`src/hw/rtl/oaht_pkg.sv`:
```
`timescale 1ns / 1ps

package oaht_pkg;

    localparam int KEY_W = 64;
    localparam int VAL_W = 64;

    localparam logic [KEY_W-1:0] KEY_EMPTY   = '0;
    localparam logic [KEY_W-1:0] KEY_DELETED = '1;

    // home slot reduction takes two key bits per cycle
    localparam int MOD_DIGIT_W = 2;
    localparam int MOD_STEPS   = KEY_W / MOD_DIGIT_W;
    localparam int MOD_CNT_W   = $clog2(MOD_STEPS);

    typedef enum logic [1:0] {
        ACT_INSERT = 2'd0,
        ACT_SEARCH = 2'd1,
        ACT_REMOVE = 2'd2,
        ACT_NOP    = 2'd3
    } t_action;

    typedef enum logic [1:0] {
        ST_DONE      = 2'd0,
        ST_NOT_FOUND = 2'd1,
        ST_FULL      = 2'd2,
        ST_RESERVED  = 2'd3
    } t_status;

endpackage

```
`src/hw/rtl/oaht_mod.sv`:
```
`timescale 1ns / 1ps

module oaht_mod
    import oaht_pkg::*;
#(
    parameter int TABLE_SLOTS = 1024
) (
    input  logic                           i_clk,
    input  logic                           i_rst_n,
    input  logic                           i_start,
    input  logic [KEY_W-1:0]               i_key,
    output logic                           o_done,
    output logic [$clog2(TABLE_SLOTS)-1:0] o_rem
);

    localparam int AW = $clog2(TABLE_SLOTS);
    localparam bit IS_POW2 = (TABLE_SLOTS & (TABLE_SLOTS - 1)) == 0;

    generate
        if (IS_POW2) begin : g_mask
            logic          r_done;
            logic [AW-1:0] r_rem;

            always_ff @(posedge i_clk) begin
                if (!i_rst_n) begin
                    r_done <= 1'b0;
                end else begin
                    r_done <= i_start;
                end
                if (i_start) begin
                    r_rem <= i_key[AW-1:0];
                end
            end

            assign o_done = r_done;
            assign o_rem  = r_rem;
        end else begin : g_serial
            localparam logic [AW:0] N_W = (AW+1)'(TABLE_SLOTS);

            logic                 r_busy;
            logic                 r_done;
            logic [MOD_CNT_W-1:0] r_cnt;
            logic [KEY_W-1:0]     r_shift;
            logic [AW-1:0]        r_rem;
            logic [AW:0]          t1;
            logic [AW:0]          t2;
            logic [AW-1:0]        n_rem;

            // restoring reduction, msb first, two bits per cycle
            always_comb begin
                t1 = {r_rem, r_shift[KEY_W-1]};
                if (t1 >= N_W) begin
                    t1 = t1 - N_W;
                end
                t2 = {t1[AW-1:0], r_shift[KEY_W-2]};
                if (t2 >= N_W) begin
                    t2 = t2 - N_W;
                end
                n_rem = t2[AW-1:0];
            end

            always_ff @(posedge i_clk) begin
                if (!i_rst_n) begin
                    r_busy <= 1'b0;
                    r_done <= 1'b0;
                    r_cnt  <= '0;
                end else begin
                    r_done <= 1'b0;
                    if (i_start) begin
                        r_busy <= 1'b1;
                        r_cnt  <= '0;
                    end else if (r_busy) begin
                        r_cnt <= r_cnt + 1'b1;
                        if (r_cnt == MOD_CNT_W'(MOD_STEPS - 1)) begin
                            r_busy <= 1'b0;
                            r_done <= 1'b1;
                        end
                    end
                end
                if (i_start) begin
                    r_shift <= i_key;
                    r_rem   <= '0;
                end else if (r_busy) begin
                    r_shift <= {r_shift[KEY_W-3:0], 2'b00};
                    r_rem   <= n_rem;
                end
            end

            assign o_done = r_done;
            assign o_rem  = r_rem;
        end
    endgenerate

endmodule

```
`config.mk`:
```
export PLATFORM = sky130hd
export DESIGN_NAME = oaht_mod
export DESIGN_NICKNAME = d
export VERILOG_FILES = /design/src/hw/rtl/oaht_pkg.sv /design/src/hw/rtl/oaht_mod.sv
export SDC_FILE = /design/constraint.sdc
export NUM_CORES = 1
export LEC_CHECK = 0
export BUFFER_PORTS_ARGS = -buffer_cell sky130_fd_sc_hd__buf_2
export CAP_MARGIN = 20
export CORE_MARGIN = 2
export CORE_UTILIZATION = 19
export DETAILED_ROUTE_END_ITERATION = 7
export PLACE_DENSITY = 0.81
export SLEW_MARGIN = 5
export SYNTH_ARGS = -nofsm -noshare
export SYNTH_HDL_FRONTEND = slang
export SYNTH_SLANG_ARGS = --single-unit
```
`constraint.sdc`:
```
create_clock -name i_clk -period 0.8 [get_ports i_clk]
set_input_delay 0.24 -clock i_clk [delete_from_list [all_inputs] [get_ports i_clk]]
set_output_delay 0.24 -clock i_clk [all_outputs]
set_load 0.01 [all_outputs]
```
==> reports/metrics.yaml, run 1 <==
cts-root-buf: "clkbuf_4"
die_w_um: 45.5
h-tree-depth: 1
pin_count: 78
nNetsFinal: 107
core_mm2: 0.00156
diodes: 0
post_cts_buffers: 0
yosysUniqueCellTypes: 3
slowest_stage: "edfxtp_1"
setup_viol: 11
synthToLayoutAreaGrowth_pct: 51.7
comb_power_share_pct: 9.3
yosysWarnings: 0
ys_seq_area_share_pct: 98.1
grt_pass1_vias: 221
holdCritPathClass: "in -> reg"
dieHeight_um: 45.5
ant_nets: 0
cts_made_buffers: 3
p_int_mw: 0.920
hold_ws_ns: 0.152
final_cell_mix: "22 x buf_2, 10 x edfxtp_1, 3 x clkbuf_4"
p_clk_share_pct: 30.9
rsz0062_at_grt: "yes"
status: "finished with violations"
clock-sinks: 11
drive_above_1_share_pct: 69.2
routed_via_density: 3.93
holdPathStages: 1
antenna_found_initial: 0
die_area_mm2: 0.00207
cp.required_ns: 0.56
final.setup.tns_ns: -2.28
cp_cell_sequence: "buf_2"
synth_area_um2: 327
path_buf_inv: 1
period_share_pct: 131
overflow: 0
drc: 0
pwr-share-seq_pct: 59.8
rows: 14
final_common_cell: "buf_2"
leakage_nw: 0.217
io_buffers: 23
max_freq_mhz: 952
layout_setup_ws_ns: -0.250
ys_ff_latch: 11
first_iter_violations: 4
power_density_mw_per_mm2: 2330
arrival_ns: 0.81
first_pass_iters: 2
final_util_pct: 31.8
syn_inst: 12
worst_pin_slew_ns: 0.238
clockBufferDepth: 2
initial_utilization_pct: 20.9
gp_congestion: 0.679
cpLargestDelayFamily: "flip-flops"
hold_violations: 0
crit_path_end_kind: "output pin"
wl_per_cell_um: 13.0
whs_endpoint: "o_rem[1]$_DFFE_PP_"
fin_total_pwr_mw: 1.15
grt_max_degree: 12
path_clk_slew_ns: 0.06
avgSynthCellArea_um2: 27.2
ir_drop_uv: 802
slew_headroom_pct: 84.1
p_sw_mw: 0.232
cap_violations: 0
fin_crit_ns: 1.05
drt_wl_total_um: 715
failed_checks: "negative setup slack"
cts_tree: "built"
cp_max_fo: 1
critPathMaxStageDelay_ns: 0.40
slew_viol_final: 0
grt_pass1_wl_um: 1050
syn-num-nets: 79
grtUsageTotal_pct: 8.21
via_count: 216
path_class: "reg -> out"
p_sw_share_pct: 20.1
start_kind: "flip-flop"
hp-start: "i_key[1]"
-- per-stage QoR --
step                      cells  setup WS, ns  cell area (um2)
after floorplan              12         0.166              327
after CTS                    55        -0.276              488
after detailed placement     51       0.00269              462
final                        55        -0.250              495
after global routing         55        -0.290              495
after global placement       51        0.0339              462
-- metal layers --
metal,up-vias,track usage [%],share of wire (%)
met5,-,0,0
met1,93,11.7,49
li1,99,-,-
met4,0,8.82,0
met3,0,4.76,19
met2,24,7.32,32
-- sequential cells by signal (all words and copies together), names as in the netlist --
signal	count
o_rem	10
o_done	1
-- worst max-delay path by stage --
stage                             startpoint                  to  cells past startpoint
after detailed placement             i_start  o_rem[6]$_DFFE_PP_                      1
after global routing      o_rem[0]$_DFFE_PP_            o_rem[0]                      1
after global placement               i_start  o_rem[4]$_DFFE_PP_                      1
after CTS                 o_rem[0]$_DFFE_PP_            o_rem[0]                      1
final                     o_rem[0]$_DFFE_PP_            o_rem[0]                      1
after floorplan           o_rem[0]$_DFFE_PP_            o_rem[0]                      0
-- what timing repair did --
action / 4_1_cts / 5_1_grt
endpoints found under the setup margin: 11 / 11
hold buffers: 0 / 0
gates resized for setup: 0 / 2
-- Yosys cell counts, drive strengths merged --
cell,n,area share [%]
and2,1,1.9
dfxtp,1,6.1
edfxtp,10,92
-- power by group through the flow --
| stage | Sequential (mW) | Clock (mW) | Combinational, mW |
|---|---|---|---|
| 2_1_floorplan | 0.724 | 0 | 0.00160 |
| 3_3_place_gp | 0.700 | 0 | 0.104 |
| 3_5_place_dp | 0.702 | 0 | 0.106 |
| 4_1_cts | 0.689 | 0.384 | 0.107 |
| 5_1_grt | 0.693 | 0.404 | 0.119 |
| 6_report | 0.689 | 0.356 | 0.108 |
-- logic make-up (layout without fill, tap and decap cells) --
kind of cell | count (synthesis) | count (layout) | share of synthesized area (%)
and+or+nand+nor | 1 | 1 | 1.92
buffers and inverters | 0 | 27 | 0
DFF | 11 | 11 | 98.1
-- layout make-up --
cell class,instances,area [um2]
clock buffer,4,26.3
fill,171,1060
multi-input combinational,1,6.26
sequential,11,322
tap,16,20.0
timing repair buffer,23,121
Note: power is estimated with default switching activity, not from simulation.
==> run 2, diff against run 1 <==
- CELL_PAD_IN_SITES_DETAIL_PLACEMENT: unset -> 1
- CELL_PAD_IN_SITES_GLOBAL_PLACEMENT: unset -> 1
- CORE_ASPECT_RATIO: unset -> 2
- CORE_UTILIZATION: 19 -> 11
- PLACE_DENSITY: 0.81 -> 0.8
==> run 2 against run 1 <==
Net effect: the run still ends with negative setup slack left; setup slack gained 0.062 ns; first-iteration DRC count down 25%; critical endpoint unchanged; cell area increased by 6.1%; highest routed layer is now met4; critical path depth unchanged; via count increased by 2.3%; sequential cell count unchanged; cell count increased by 25%; core utilization down 14 points.
==> reports/metrics.yaml, run 2 (same netlist as run 1, synthesis figures left out) <==
slew_headroom_pct: 84.9  # +0.83 points
arrival_ns: 0.75  # -0.06 ns
grtUsageTotal_pct: 3.99  # -4.2 points
via_count: 221  # +2.3%
postCtsResizedCells: 0  # unchanged
grt_pass1_wl_um: 938  # -10%
gp_congestion: 0.573  # -16%
io_buffers: 23  # unchanged
cap_violations: 0  # unchanged
power_density_mw_per_mm2: 2520  # +8.4%
largest_reg_flops: 10  # unchanged
holdCritPathClass: "in -> reg"
cp.required_ns: 0.56  # about the same
die_area_mm2: 0.00345  # +67%
first_pass_iters: 2  # unchanged
status: "finished with violations"
failed_checks: "negative setup slack"
overflow: 0  # unchanged
slew_viol_final: 0  # unchanged
setup_viol: 11  # unchanged
leakage_nw: 0.226  # +4.1%
grt_max_degree: 12  # unchanged
cts_tree: "built"
first_iter_violations: 3  # -1
crit_path_end_kind: "output pin"
drt_wl_total_um: 628  # -12%
path_buf_inv: 1  # unchanged
final_util_pct: 18.1  # -14 points
fin_area_um2: 526  # +6.1%
startpoint: "o_rem[0]$_DFFE_PP_"
rows: 28  # +14
slowest_stage: "edfxtp_1"
clock-sinks: 11  # unchanged
cp_cell_sequence: "buf_2"
drive_above_1_share_pct: 69.2  # unchanged
place_area_um2: 479  # +3.8%
antenna_found_initial: 0  # unchanged
endpoint: "o_rem[0]"
ant_nets: 0  # unchanged
fin_crit_ns: 0.988  # -0.0623 ns
final_cell_mix: "23 x buf_2, 10 x edfxtp_1, 3 x clkbuf_8"
max_freq_mhz: 1010  # +6.3%
cts-root-buf: "clkbuf_8"
worst_pin_slew_ns: 0.226  # -0.0125 ns
fillCellCount: 336  # +96%
rsz0062_at_grt: "yes"
hold_ws_ns: 0.177  # +0.0248 ns
dieHeight_um: 81.1  # +78%
nNetsFinal: 107  # unchanged
layout_setup_ws_ns: -0.188  # +0.0623 ns
cp_max_fo: 1  # unchanged
hold_violations: 0  # unchanged
drc: 0  # unchanged
clockBufferDepth: 2  # unchanged
wl_per_cell_um: 9.10  # -30%
h-tree-depth: 1  # unchanged
cts_made_buffers: 3  # unchanged
routed_via_density: 3.20  # -18%
grt_pass1_vias: 259  # +17%
cp.depth: 1  # unchanged
final_common_cell: "buf_2"
period_share_pct: 123  # -7.8 points
die_w_um: 42.5  # -6.4%
postCtsHoldBufs: 0  # unchanged
synthToLayoutAreaGrowth_pct: 60.9
dpl_worst_slack_ns: 0.00591  # +0.00323 ns
critPathMaxStageDelay_ns: 0.36  # -0.04 ns
post_cts_buffers: 0  # unchanged
path_class: "reg -> out"
cpLargestDelayFamily: "flip-flops"
holdPathStages: 1  # unchanged
initial_utilization_pct: 11.2  # -9.7 points
core_mm2: 0.00291  # +87%
pin_count: 78  # unchanged
path_clk_slew_ns: 0.05  # about the same
diodes: 0  # unchanged
start_kind: "flip-flop"
ir_drop_uv: 884  # +10%
final.setup.tns_ns: -1.83  # +0.440 ns
[run 2: changes by cell type in the layout (fill, tap and decap cells not counted), sizes merged]
cell and change:
clkbuf -1, clkinv +1
[run 2: how the worst min path moves through the flow]
| stage | from | endpoint |
|---|---|---|
| after floorplan | i_key[0] | o_rem[0]$_DFFE_PP_ |
| after global placement | i_key[4] | o_rem[4]$_DFFE_PP_ |
| after detailed placement | i_key[4] | o_rem[4]$_DFFE_PP_ |
| after CTS | i_key[7] | o_rem[7]$_DFFE_PP_ |
| after global routing | i_key[3] | o_rem[3]$_DFFE_PP_ |
| final | i_key[7] | o_rem[7]$_DFFE_PP_ |
[run 2: layout make-up]
| type | instances | area, um2 | share of cell area [%] |
|---|---|---|---|
| clock buffers | 3 | 41.3 | 7.86 |
| clock inverters | 1 | 5.00 | 0.952 |
| multi-input cells | 1 | 6.26 | 1.19 |
| flip-flops and latches | 11 | 320 | 61.0 |
| well taps | 30 | 37.5 | 7.14 |
| repair buffers | 23 | 115 | 21.9 |
[run 2: layer usage]
layer / GRT usage (%) / part of all wire, % / wire length [um] / vias to the layer above
met4: 4.69 / 4.3 / 27 / 0
met5: 0 / 0 / 0 / -
li1: - / - / - / 100
met1: 3.86 / 43 / 271 / 91
met3: 2.89 / 19 / 117 / 4
met2: 4.92 / 34 / 211 / 26
[run 2: report_power, final]
group	internal [mW]	switching, mW	leakage (nW)
sequential	0.677	0.00942	0.106
combinational	0.0490	0.0543	0.0940
clock	0.341	0.195	0.0255
total	1.07	0.258	0.226
[run 2: through the flow]
stage	instances	total power, mW
final	69	1.33
after global routing	69	1.38
after CTS	69	1.36
after detailed placement	65	0.805
after global placement	65	0.800
after floorplan	12	0.725
